**config.mk**
```make
export PLATFORM = sky130hd
export DESIGN_NAME = cubic_bezier_flattener_unit
export DESIGN_NICKNAME = d
export VERILOG_FILES = /design/src/sv/cbf_pkg.sv /design/src/sv/cbf_ctrl.sv /design/src/sv/cbf_datapath.sv /design/src/sv/cubic_bezier_flattener_unit.sv
export SDC_FILE = /design/constraint.sdc
export NUM_CORES = 2
export LEC_CHECK = 0
export BUFFER_PORTS_ARGS = -buffer_cell sky130_fd_sc_hd__buf_2
export CORE_MARGIN = 3
export CORE_UTILIZATION = 45
export DETAILED_ROUTE_END_ITERATION = 10
export RECOVER_POWER = 25
export SLEW_MARGIN = 20
export SYNTH_ARGS = -nofsm -noshare
export SYNTH_HDL_FRONTEND = slang
export SYNTH_SLANG_ARGS = --single-unit
```
**constraint.sdc**
```tcl
create_clock -name aclk -period 11.2 [get_ports aclk]
set_input_delay 1.68 -clock aclk [delete_from_list [all_inputs] [get_ports aclk]]
set_output_delay 1.68 -clock aclk [all_outputs]
set_load 0.01 [all_outputs]
```
**src/sv/cbf_pkg.sv**
```systemverilog
// Shared types for the cubic Bezier flattener: the command and status bundles
// that join the controller and the datapath. No dependencies.
package cbf_pkg;

    // Number of control points that follow an anchor before a segment can complete.
    localparam logic [1:0] CTRL_PTS = 2'd2;

    typedef struct packed {
        logic load_anchor;  // point becomes the anchor of a new curve
        logic load_ctrl;    // point is a pending control point
        logic ctrl_sel;     // 0: first control point, 1: second
        logic load_end;     // point closes a segment; derive its coefficients
        logic setup;        // turn coefficients into forward differences
        logic issue;        // push the current sample into the divide pipeline
        logic emit;         // the issued sample produces a line
        logic last;         // the issued sample is the final one of the segment
    } cbf_cmd_t;

    typedef struct packed {
        logic adv;          // the sample pipeline moves this cycle
    } cbf_status_t;

endpackage

```
**src/sv/cbf_ctrl.sv**
```systemverilog
// Controller of the cubic Bezier flattener: tracks curve and segment progress
// and sequences the datapath. Depends on cbf_pkg.
module cbf_ctrl import cbf_pkg::*; #(
    parameter int SAMPLE_STEPS = 60
) (
    input  logic        aclk,
    input  logic        aresetn,
    input  logic        s_tvalid,
    output logic        s_tready,
    input  logic        new_curve,
    input  cbf_status_t status,
    output cbf_cmd_t    cmd
);

    localparam int CNT_W = $clog2(SAMPLE_STEPS + 1);

    typedef enum logic [1:0] {
        ST_IDLE,
        ST_SETUP,
        ST_RUN
    } state_t;

    state_t           state_reg, state_next;
    logic             curve_started_reg, curve_started_next;
    logic [1:0]       held_reg, held_next;
    logic             have_prev_reg, have_prev_next;
    logic [CNT_W-1:0] cnt_reg, cnt_next;
    logic             final_sample;

    assign s_tready     = (state_reg == ST_IDLE);
    assign final_sample = (cnt_reg == CNT_W'(SAMPLE_STEPS));

    always_comb begin
        state_next         = state_reg;
        curve_started_next = curve_started_reg;
        held_next          = held_reg;
        have_prev_next     = have_prev_reg;
        cnt_next           = cnt_reg;
        cmd                = '0;
        case (state_reg)
            ST_IDLE: begin
                if (s_tvalid) begin
                    if (new_curve || !curve_started_reg) begin
                        // A new anchor drops pending control points and breaks the chain.
                        cmd.load_anchor    = 1'b1;
                        held_next          = '0;
                        have_prev_next     = 1'b0;
                        curve_started_next = 1'b1;
                    end else if (held_reg != CTRL_PTS) begin
                        cmd.load_ctrl = 1'b1;
                        cmd.ctrl_sel  = held_reg[0];
                        held_next     = held_reg + 2'd1;
                    end else begin
                        cmd.load_end = 1'b1;
                        held_next    = '0;
                        state_next   = ST_SETUP;
                    end
                end
            end
            ST_SETUP: begin
                cmd.setup  = 1'b1;
                cnt_next   = '0;
                state_next = ST_RUN;
            end
            ST_RUN: begin
                if (status.adv) begin
                    // Without a previous sample, the first sample only seeds the chain.
                    cmd.issue      = 1'b1;
                    cmd.emit       = have_prev_reg;
                    cmd.last       = final_sample;
                    have_prev_next = 1'b1;
                    cnt_next       = cnt_reg + CNT_W'(1);
                    if (final_sample) begin
                        state_next = ST_IDLE;
                    end
                end
            end
            default: begin
                state_next = ST_IDLE;
            end
        endcase
    end

    always_ff @(posedge aclk) begin
        if (!aresetn) begin
            state_reg         <= ST_IDLE;
            curve_started_reg <= 1'b0;
            held_reg          <= '0;
            have_prev_reg     <= 1'b0;
            cnt_reg           <= '0;
        end else begin
            state_reg         <= state_next;
            curve_started_reg <= curve_started_next;
            held_reg          <= held_next;
            have_prev_reg     <= have_prev_next;
            cnt_reg           <= cnt_next;
        end
    end

endmodule

```
**src/sv/cbf_datapath.sv**
```systemverilog
// Datapath of the cubic Bezier flattener: point storage, forward-difference
// evaluation, exact rounding division pipeline and the output register. Depends on cbf_pkg.
module cbf_datapath import cbf_pkg::*; #(
    parameter int COORD_BITS   = 12,
    parameter int SAMPLE_STEPS = 60
) (
    input  logic                  aclk,
    input  logic                  aresetn,
    input  cbf_cmd_t              cmd,
    output cbf_status_t           status,
    input  logic [COORD_BITS-1:0] point_x,
    input  logic [COORD_BITS-1:0] point_y,
    input  logic                  m_tready,
    output logic                  m_tvalid,
    output logic [COORD_BITS-1:0] from_x,
    output logic [COORD_BITS-1:0] from_y,
    output logic [COORD_BITS-1:0] to_x,
    output logic [COORD_BITS-1:0] to_y,
    output logic                  last
);

    localparam int CB     = COORD_BITS;
    localparam int N      = SAMPLE_STEPS;
    localparam longint unsigned DEN = longint'(N) * N * N;
    localparam longint unsigned D2  = 2 * DEN;
    localparam int D2_W   = $clog2(D2 + 1);
    // 2*num + DEN stays below 2^CB * D2.
    localparam int N2_W   = CB + D2_W;
    localparam int ACC_W  = N2_W + 4;
    localparam int M_W    = CB + 2;
    localparam int PROD_W = N2_W + M_W;
    localparam longint unsigned RECIP = (64'd1 << N2_W) / D2;

    localparam logic [M_W-1:0]          RECIP_C = M_W'(RECIP);
    localparam logic [N2_W-1:0]         DEN_C   = N2_W'(DEN);
    localparam logic [N2_W-1:0]         D2_C    = N2_W'(D2);
    localparam logic signed [ACC_W-1:0] K_THREE = ACC_W'(3);
    localparam logic signed [ACC_W-1:0] K_SIX   = ACC_W'(6);
    localparam logic signed [ACC_W-1:0] K_N     = ACC_W'(N);
    localparam logic signed [ACC_W-1:0] K_2N    = ACC_W'(2 * N);
    localparam logic signed [ACC_W-1:0] K_NN    = ACC_W'(N * N);
    localparam logic signed [ACC_W-1:0] K_DEN   = ACC_W'(DEN);

    logic [CB-1:0] pin [2];

    logic [CB-1:0] p0_reg [2];
    logic [CB-1:0] p1_reg [2];
    logic [CB-1:0] p2_reg [2];

    logic signed [ACC_W-1:0] c1_reg [2];
    logic signed [ACC_W-1:0] c2_reg [2];
    logic signed [ACC_W-1:0] c3_reg [2];
    logic signed [ACC_W-1:0] f_reg  [2];
    logic signed [ACC_W-1:0] d1_reg [2];
    logic signed [ACC_W-1:0] d2_reg [2];
    logic signed [ACC_W-1:0] d3_reg [2];

    logic signed [ACC_W-1:0] c1_next [2];
    logic signed [ACC_W-1:0] c2_next [2];
    logic signed [ACC_W-1:0] c3_next [2];
    logic signed [ACC_W-1:0] f0_next [2];
    logic signed [ACC_W-1:0] d1_next [2];
    logic signed [ACC_W-1:0] d2_next [2];
    logic signed [ACC_W-1:0] d3_next [2];

    logic [N2_W-1:0]   n2_next   [2];
    logic [PROD_W-1:0] prod_next [2];
    logic [CB-1:0]     qa_next   [2];
    logic [N2_W-1:0]   qd_next   [2];
    logic [N2_W-1:0]   rem       [2];
    logic [CB-1:0]     q         [2];

    logic              s1_valid_reg, s2_valid_reg;
    logic              s1_emit_reg, s1_last_reg, s2_emit_reg, s2_last_reg;
    logic [N2_W-1:0]   s1_n2_reg   [2];
    logic [PROD_W-1:0] s1_prod_reg [2];
    logic [N2_W-1:0]   s2_n2_reg   [2];
    logic [CB-1:0]     s2_qa_reg   [2];
    logic [N2_W-1:0]   s2_qd_reg   [2];

    logic [CB-1:0] prev_reg [2];
    logic [CB-1:0] from_reg [2];
    logic [CB-1:0] to_reg   [2];
    logic          m_tvalid_reg;
    logic          last_reg;
    logic          adv;

    assign pin[0] = point_x;
    assign pin[1] = point_y;

    // The whole sample pipeline stalls while a line waits in the output register.
    assign adv        = !m_tvalid_reg || m_tready;
    assign status.adv = adv;

    always_comb begin
        logic signed [ACC_W-1:0] pa, pb, pc, pd;
        for (int a = 0; a < 2; a++) begin
            pa = $signed({{(ACC_W - CB){1'b0}}, p0_reg[a]});
            pb = $signed({{(ACC_W - CB){1'b0}}, p1_reg[a]});
            pc = $signed({{(ACC_W - CB){1'b0}}, p2_reg[a]});
            pd = $signed({{(ACC_W - CB){1'b0}}, pin[a]});
            // Power-basis coefficients of the cubic, scaled so that t = i / N.
            c1_next[a] = K_THREE * (pb - pa);
            c2_next[a] = K_THREE * (pa - pb - pb + pc);
            c3_next[a] = pd - K_THREE * pc + K_THREE * pb - pa;
            f0_next[a] = K_DEN * pa;
            // Forward differences at i = 0 of N^3*P0 + N^2*c1*i + N*c2*i^2 + c3*i^3.
            d1_next[a] = K_NN * c1_reg[a] + K_N * c2_reg[a] + c3_reg[a];
            d2_next[a] = K_2N * c2_reg[a] + K_SIX * c3_reg[a];
            d3_next[a] = K_SIX * c3_reg[a];
            // Rounding half up: floor((2*num + DEN) / (2*DEN)).
            n2_next[a]   = {f_reg[a][N2_W-2:0], 1'b0} + DEN_C;
            prod_next[a] = PROD_W'(n2_next[a]) * PROD_W'(RECIP_C);
            // The reciprocal estimate is exact or one too small.
            qa_next[a]   = s1_prod_reg[a][N2_W +: CB];
            qd_next[a]   = N2_W'(qa_next[a]) * D2_C;
            rem[a]       = s2_n2_reg[a] - s2_qd_reg[a];
            q[a]         = s2_qa_reg[a] + CB'(rem[a] >= D2_C);
        end
    end

    always_ff @(posedge aclk) begin
        for (int a = 0; a < 2; a++) begin
            if (cmd.load_anchor || cmd.load_end) begin
                p0_reg[a] <= pin[a];
            end
            if (cmd.load_ctrl && !cmd.ctrl_sel) begin
                p1_reg[a] <= pin[a];
            end
            if (cmd.load_ctrl && cmd.ctrl_sel) begin
                p2_reg[a] <= pin[a];
            end
            if (cmd.load_end) begin
                c1_reg[a] <= c1_next[a];
                c2_reg[a] <= c2_next[a];
                c3_reg[a] <= c3_next[a];
                f_reg[a]  <= f0_next[a];
            end else if (cmd.issue) begin
                f_reg[a]  <= f_reg[a] + d1_reg[a];
            end
            if (cmd.setup) begin
                d1_reg[a] <= d1_next[a];
                d2_reg[a] <= d2_next[a];
                d3_reg[a] <= d3_next[a];
            end else if (cmd.issue) begin
                d1_reg[a] <= d1_reg[a] + d2_reg[a];
                d2_reg[a] <= d2_reg[a] + d3_reg[a];
            end
            if (adv) begin
                s1_n2_reg[a]   <= n2_next[a];
                s1_prod_reg[a] <= prod_next[a];
                s2_n2_reg[a]   <= s1_n2_reg[a];
                s2_qa_reg[a]   <= qa_next[a];
                s2_qd_reg[a]   <= qd_next[a];
                if (s2_valid_reg) begin
                    prev_reg[a] <= q[a];
                    from_reg[a] <= prev_reg[a];
                    to_reg[a]   <= q[a];
                end
            end
        end
        if (adv) begin
            s1_emit_reg <= cmd.emit;
            s1_last_reg <= cmd.last;
            s2_emit_reg <= s1_emit_reg;
            s2_last_reg <= s1_last_reg;
            if (s2_valid_reg) begin
                last_reg <= s2_last_reg;
            end
        end
    end

    always_ff @(posedge aclk) begin
        if (!aresetn) begin
            s1_valid_reg <= 1'b0;
            s2_valid_reg <= 1'b0;
            m_tvalid_reg <= 1'b0;
        end else if (adv) begin
            s1_valid_reg <= cmd.issue;
            s2_valid_reg <= s1_valid_reg;
            m_tvalid_reg <= s2_valid_reg && s2_emit_reg;
        end
    end

    assign m_tvalid = m_tvalid_reg;
    assign from_x   = from_reg[0];
    assign from_y   = from_reg[1];
    assign to_x     = to_reg[0];
    assign to_y     = to_reg[1];
    assign last     = last_reg;

endmodule

```
**src/sv/cubic_bezier_flattener_unit.sv**
```systemverilog
// Top level of the cubic Bezier flattener: stream ports, field packing, and the
// controller and datapath. Depends on cbf_pkg, cbf_ctrl and cbf_datapath.
//
// Usage: control points arrive one per transaction on the s_ channel; s_tuser set
// marks a point as the first anchor of a new curve. Every third point after an
// anchor closes a cubic segment, which is sampled at SAMPLE_STEPS + 1 evenly spaced
// parameter values with exact half-up rounding. Each sample after the first of a
// chain leaves on the m_ channel as one line from the previous sample; m_tlast marks
// the final line of a segment. The chain runs across segment joins.
// Sequencing: anchor and control points are accepted while the controller is idle.
// A point that closes a segment holds s_tready low while the forward differences
// are built and its samples are issued, one per cycle while the output is not
// stalled, into a three-stage reciprocal divide pipeline. On the first segment of
// a curve the first sample only seeds the chain. s_tready rises again once the
// final sample is issued, so further points can be taken while the last samples
// of a segment still pass through the divide pipeline.
// Reset (aresetn low, synchronous) forgets any curve and empties the pipeline.
// When a line waits in the output register and m_tready is low, the register holds
// it and the whole sample pipeline waits with it; no line is lost or repeated.
module cubic_bezier_flattener_unit import cbf_pkg::*; #(
    parameter int COORD_BITS   = 12,
    parameter int SAMPLE_STEPS = 60
) (
    input  logic                                     aclk,
    input  logic                                     aresetn,
    input  logic                                     s_tvalid,
    output logic                                     s_tready,
    // point_x, point_y
    input  logic [((2 * COORD_BITS + 7) / 8) * 8-1:0] s_tdata,
    // new_curve
    input  logic                                     s_tuser,
    output logic                                     m_tvalid,
    input  logic                                     m_tready,
    // from_x, from_y, to_x, to_y
    output logic [((4 * COORD_BITS + 7) / 8) * 8-1:0] m_tdata,
    output logic                                     m_tlast
);

    localparam int OUT_W = ((4 * COORD_BITS + 7) / 8) * 8;

    cbf_cmd_t              cmd;
    cbf_status_t           status;
    logic [COORD_BITS-1:0] from_x, from_y, to_x, to_y;

    cbf_ctrl #(
        .SAMPLE_STEPS(SAMPLE_STEPS)
    ) u_ctrl (
        .aclk     (aclk),
        .aresetn  (aresetn),
        .s_tvalid (s_tvalid),
        .s_tready (s_tready),
        .new_curve(s_tuser),
        .status   (status),
        .cmd      (cmd)
    );

    cbf_datapath #(
        .COORD_BITS  (COORD_BITS),
        .SAMPLE_STEPS(SAMPLE_STEPS)
    ) u_datapath (
        .aclk    (aclk),
        .aresetn (aresetn),
        .cmd     (cmd),
        .status  (status),
        .point_x (s_tdata[COORD_BITS-1:0]),
        .point_y (s_tdata[2*COORD_BITS-1:COORD_BITS]),
        .m_tready(m_tready),
        .m_tvalid(m_tvalid),
        .from_x  (from_x),
        .from_y  (from_y),
        .to_x    (to_x),
        .to_y    (to_y),
        .last    (m_tlast)
    );

    assign m_tdata = OUT_W'({to_y, to_x, from_y, from_x});

endmodule
```
Yosys cells after proc, flatten, opt, wreduce, memory -nomap -nowiden
Memories as Yosys holds them, arrays and structs flattened.
Index checks and enable logic that the tools add are counted.
{"block": "totals", "reg_bits": 20, "ramBits": 916, "input_bits": 29, "output_inout_bits": 51, "word_cells": 173, "mem_count": 18}
{"memory": "u_datapath.s1_prod_reg", "depth": 2, "width": 44, "read_ports": 2, "rd_ports_with_merged_regs": 0, "wr": 2, "line": "cbf_datapath.sv:76", "text": "logic [PROD_W-1:0] s1_prod_reg [2];"}
{"memory": "u_datapath.c1_reg", "depth": 2, "width": 35, "read_ports": 2, "rd_ports_with_merged_regs": 0, "wr": 2, "line": "cbf_datapath.sv:50", "text": "logic signed [ACC_W-1:0] c1_reg [2];"}
{"memory": "u_datapath.c2_reg", "depth": 2, "width": 35, "read_ports": 2, "rd_ports_with_merged_regs": 0, "wr": 2, "line": "cbf_datapath.sv:51", "text": "logic signed [ACC_W-1:0] c2_reg [2];"}
{"memory": "u_datapath.c3_reg", "depth": 2, "width": 35, "read_ports": 2, "rd_ports_with_merged_regs": 0, "wr": 2, "line": "cbf_datapath.sv:52", "text": "logic signed [ACC_W-1:0] c3_reg [2];"}
{"memory": "u_datapath.d1_reg", "depth": 2, "width": 35, "read_ports": 2, "rd_ports_with_merged_regs": 0, "wr": 2, "line": "cbf_datapath.sv:54", "text": "logic signed [ACC_W-1:0] d1_reg [2];"}
{"memory": "u_datapath.d2_reg", "depth": 2, "width": 35, "read_ports": 2, "rd_ports_with_merged_regs": 0, "wr": 2, "line": "cbf_datapath.sv:55", "text": "logic signed [ACC_W-1:0] d2_reg [2];"}
{"memory": "+12 memories"}
{"block": "op_classes", "n_addsub": 34, "mul": 22, "magnitude_cmp": 2, "eq_ne": 10, "n_mux": 49, "bitwise": 6, "n_reduce_logical": 19}
{"op": "$add A35 B35 Y35", "count": 14}
{"op": "$mux W35", "count": 6}
{"op": "$mul A3 B35 Y35 const A", "count": 4}
{"op": "$sub A35 B13 Y35", "count": 4}
{"op": "$mul A31 B13 Y44 const B", "count": 2}
{"op": "$add A35 B13 Y35", "count": 2}
{"op": "$mul A3 B35 Y34 const A", "count": 2}
{"op": "$mul A5 B35 Y32 const A", "count": 2}
{"op": "$mul A5 B35 Y33 const A", "count": 2}
{"op": "$mul A9 B35 Y31 const A", "count": 2}
{"op": "$sub A13 B35 Y35", "count": 2}
{"op": "$add A31 B18 Y31 const B", "count": 2}
{"op": "$ge A31 B19 Y1 const B", "count": 2}
{"op": "$sub A31 B31 Y31", "count": 2}
{"op": "$mul A2 B12 Y14 const A", "count": 4}
{"op": "$sub A12 B12 Y13", "count": 4}
{"op": "$mul A12 B12 Y24 const A", "count": 2}
{"op": "$mul A12 B12 Y24 const B", "count": 2}
{"op": "$mux W1", "count": 26}
{"op": "$add A12 B1 Y12", "count": 2}
{"op": "$mux W2", "count": 8}
{"op": "$pmux W6 S2", "count": 1}
{"op": "$ne A2 B2 Y1 const B", "count": 5}
{"op": "$mux W3", "count": 3}
{"op": "20 further kinds", "count": 37}

Longest topological paths before layout
{"block": "logic_depth", "word_depth": 9, "mapped_depth": 35, "depth_no_buf": 33}

Modules after synthesis
Synthesis repeated with hierarchy kept, for this count alone.
{"block": "unflattened", "hier_cells": 8696, "hier_area_um2": 86076.3}
{"mod": "cbf_datapath", "n_inst": 1, "cells_per_inst": 8624, "area_per_inst_um2": 85492.0, "seq_area_each_um2": 19668.9}
{"mod": "cbf_ctrl", "n_inst": 1, "cells_per_inst": 72, "area_per_inst_um2": 584.3, "seq_area_each_um2": 240.2}

Least setup slack after synthesis
No wires, ideal clock.
{"block": "synth_path", "kind": "input-to-reg", "start": "input s_tvalid", "end": "memory u_datapath.c1_reg[0][0] (netlist name), enable pin", "setup_time_ns": 0.691, "arrival_ns": 8.818, "t_required_ns": 10.509, "slack_ns": 1.691, "stages": 4, "n_path_buf": 0, "path_cell_list": "nand2b_1 nor2_1 nand2_1 nor2_1"}
{"element": "from (decl)", "line": "cubic_bezier_flattener_unit.sv:26", "text": "input logic s_tvalid,"}
{"element": "to (decl)", "line": "cbf_datapath.sv:50"}

==> results by group <==
Clock tree
  • Hold-fix buffer count after cts: 0
  • Clk_lat worst skew: 0.74 ns
  • H-tree levels: 3
  • CTS Buffer Depth: 3
  • Post CTS Setup Buffer Count: 0
  • Root buf cell: clkbuf_16
  • Num Clock Sinks: 730
  • CTS clock-pin slew for the worst setup and hold paths: approximately 0.06 ns
  • Total CTS buffers: 96
  • Post-cts sizing count: 0
  • CTS tree: built

Routing
  • Vias per cell: 5.306
  • WL/cell: 17.86 um
  • Drt pass-1 iters: 8
  • Remaining routing DRC violations: 0
  • Final WL: 217.8 mm
  • Routed via count: between 60000 and 70000
  • Post-route ant nets: 0
  • Iteration-0 DRC count of the detailed router: 3063

Timing
  • Setup violations, final: 0
  • Worst-Margin Slew: around 4.4 ns
  • RSZ-0062 raised after global routing: no
  • Final setup TNS: 0 ns
  • Slew margin rel.: -1.970
  • Tcrit/Tclk final: 0.8250
  • Max Slew Vio Count: 224
  • Hold Fails Final Rpt: 0
  • Final Critical Period: between 9 and 10 ns
  • Fmax: 108.2 MHz
  • Clock skew: 0.03072 ns

Synthesis
  • Syn nets: between 10000 and 15000
  • Most numerous cell in the Yosys netlist: inv_1
  • Largest family of logic cells by synthesized area: adder cells
  • Seq cells post-synth: 730
  • Main synth FF type: edfxtp_1
  • Commonest cells in the synthesized netlist: inv_1, ha_1, fa_1, edfxtp_1, a21oi_1
  • Synth Warn #: 0
  • Ys async rst share: 0
  • Synth top area share: 0.2328
  • Simple-gate portion of the synthesized area: 0.08208
  • Seq/Total Area, Yosys: 0.2361
  • Synth Area in XOR/XNOR: 0.07461
  • Gate Count Post-Synth: roughly 9300
  • Top cells by area, synth: edfxtp_1, ha_1, fa_1, inv_1, xnor2_1
  • Post-synthesis mux area share: 0.002334
  • Number of enable flip-flop cells after synthesis: 715
  • Post-synth cell types: a little under 80
  • Post-Syn Area: 92220 um2
  • Compound-Gate Fraction of Synth Area: 0.1311
  • Post-synthesis adder-cell area fraction: 0.3969
  • Post-synth top area cell: edfxtp_1
  • Syn avg cell area: roughly 9.9 um2

Status
  • Status: finished, violations left
  • Violated checks: max-capacitance violations, max-slew violations

Final layout
  • Share of layout cells above drive strength 1: 0.03036
  • Area Overhead vs Synth: 7.367%
  • Final #Nets: 11902
  • Fillers: around 19000

Floorplan
  • Core ar.: roughly 200000 um2
  • Site Rows: ~170
  • Die Area: between 200000 and 250000 um2
  • Vert. Die Dim: ~460 um
  • I/O pin total: 80
  • Horizontal die dimension: 458.7 um
  • Effective utilization at floorplan: 0.4544

Worst setup path
  • Reg2Reg Depth: 31
  • CP Class: in2reg
  • CP startpoint kind: primary input
  • CP peak stage delay: approximately 3.5 ns
  • R2r setup slk: around 2.5 ns
  • Crit end category: flop
  • R2r endpoint: u_datapath.s1_prod_reg[0][42]$_DFFE_PP_
  • Crit Path Max Fanout: 85
  • Crit path cell chain: buf_2 -> nor2b_1 -> clkinvlp_2 -> nand2b_4 -> buf_4 -> nor4b_1 -> mux2i_1 -> o221ai_1
  • R2R Path Start: u_datapath.f_reg[0][5]$_SDFFCE_PN0P_
  • Worst EP arrival: 9.63 ns
  • Worst EP required: 11.60 ns
  • Worst path slowest cell: clkinvlp_2

Placed design
  • Hpwl dp: 181.5 mm
  • GP Congestion: roughly 0.89
  • Port Buf Inserts: 79

Job
  • Max Cap Viol: 5

Power
  • VDD IR-drop max: 0.0001644 V
  • Pleak: 47.45 nW
  • PwrDens: ~140 nW/um2
  • Pwr Total: between 0.01 and 0.015 W

Hold path
  • Worst hold path type: reg2reg
  • Hold path cells: 0
  • Min-Delay Startpoint: u_datapath.s1_n2_reg[0][7]$_DFFE_PP_
  • Min-Delay Endpoint: u_datapath.s2_n2_reg[0][7]$_DFFE_PP_

Global routing
  • Global route overflow: 0
  • Number of global-route vias before repair: 67455
  • First-pass GRT wire length: 355.1 mm
  • Initial antenna violation count: 2
  • Global Route Usage Sum: 0.2095
  • Largest net degree at the start of global routing: 86
layout make-up:
class | count | area [um2] | share of cell area
Clock buffer | 110 | 2497 | 0.02522
Tap cell | 2672 | 3343 | 0.03376
Timing Repair Buffer | 108 | 553.0 | 0.005585
Sequential cell | 730 | 21770 | 0.2199
Multi-Input combinational cell | 6696 | 63400 | 0.6403
Inverter | 1809 | 6794 | 0.06862
Clock inverter | 67 | 646.9 | 0.006533
Antenna cell | 3 | 7.507 | 0.00007582
kinds of logic (layout without fill, tap and decap cells):
| kind of cell | Yosys count | count (layout) |
|---|---|---|
| fa+ha+maj | 2432 | 2432 |
| compound gates | 1894 | 1894 |
| buf+inv | 1889 | 2094 |
| simple gates | 1565 | 1565 |
| xor+xnor | 784 | 784 |
| flops | 730 | 730 |
| mux | 21 | 21 |
| other cells | 0 | 3 |
stage by stage:
stage          cells  hold WS [ns]  cell area [um2]  setup slack [ns]    util
2_1_floorplan   9315        0.4003            92220             1.691       -
3_3_place_gp   12015        0.4007            95930             2.405  0.4727
3_5_place_dp   12015        0.4045            95940             2.394  0.4728
4_1_cts        12192        0.4125            99090             2.386  0.4883
5_1_grt        12194        0.4204            99010             1.155  0.4879
6_report       12195        0.4115            99020             1.960  0.4879
worst max-delay path, delay by kind of cell:
family          cells  cell delay (ns)
buf+inv             3             4.31
simple gates        3             3.28
mux                 1             0.16
compound gates      1             0.12
worst max-delay path by stage:
stage                                         start                                 endpoint  slack, ns  cells past startpoint
2_1_floorplan                              s_tvalid        u_datapath.c1_reg[0][0]$_DFFE_PP_       1.69                      4
6_report                                   m_tready       u_datapath.d2_reg[0][28]$_DFFE_PP_       1.96                      8
3_3_place_gp   u_datapath.f_reg[0][5]$_SDFFCE_PN0P_  u_datapath.s1_prod_reg[0][42]$_DFFE_PP_       2.40                     30
4_1_cts        u_datapath.f_reg[0][5]$_SDFFCE_PN0P_  u_datapath.s1_prod_reg[0][42]$_DFFE_PP_       2.39                     31
5_1_grt                                    m_tready       u_datapath.d2_reg[0][28]$_DFFE_PP_       1.16                      8
3_5_place_dp   u_datapath.f_reg[0][5]$_SDFFCE_PN0P_  u_datapath.s1_prod_reg[0][42]$_DFFE_PP_       2.39                     31
placed cells by master (no fill, tap or decap), types with 16 or more instances in the layout:
master and instances:
clkbuf_16 98, or3_1 47, a21boi_0 36, nor2b_1 113
nor2_1 478, nand4_1 35, nand2b_1 106, a211oi_1 63
a21oi_1 572, nor3b_1 19, a31oi_1 66, mux2i_1 17
clkinv_2 21, clkbuf_1 44, nor3_1 114, or2_2 25
o21ai_0 370, nor4_1 19, o31ai_1 33, buf_4 21
o22ai_1 16, inv_1 1807, and3_1 61, fa_1 822
a21o_1 271, xnor2_1 522, buf_2 55, clkinv_1 19
o21bai_1 116, o211ai_1 24, and2_1 37, o21a_1 115
xor2_1 261, a211o_1 16, a221oi_1 26, ha_1 1610
edfxtp_1 715, nand3_1 112, nand2_1 342
where the power goes:
group          total, W  switching (W)  internal (W)
clock network   0.00315        0.00132       0.00183
registers       0.00359      0.0000892       0.00350
logic           0.00695        0.00393       0.00302
total            0.0137        0.00534       0.00836
metal layers:
| layer | track usage | up-vias | wire [um] |
|---|---|---|---|
| li1 | - | 31984 | - |
| met4 | 0.05455 | 2 | 5368 |
| met5 | 0 | - | 13 |
| met1 | 0.2860 | 31477 | 103000 |
| met3 | 0.01943 | 279 | 7321 |
| met2 | 0.3565 | 961 | 102100 |
(Power assumes the default switching activity.)
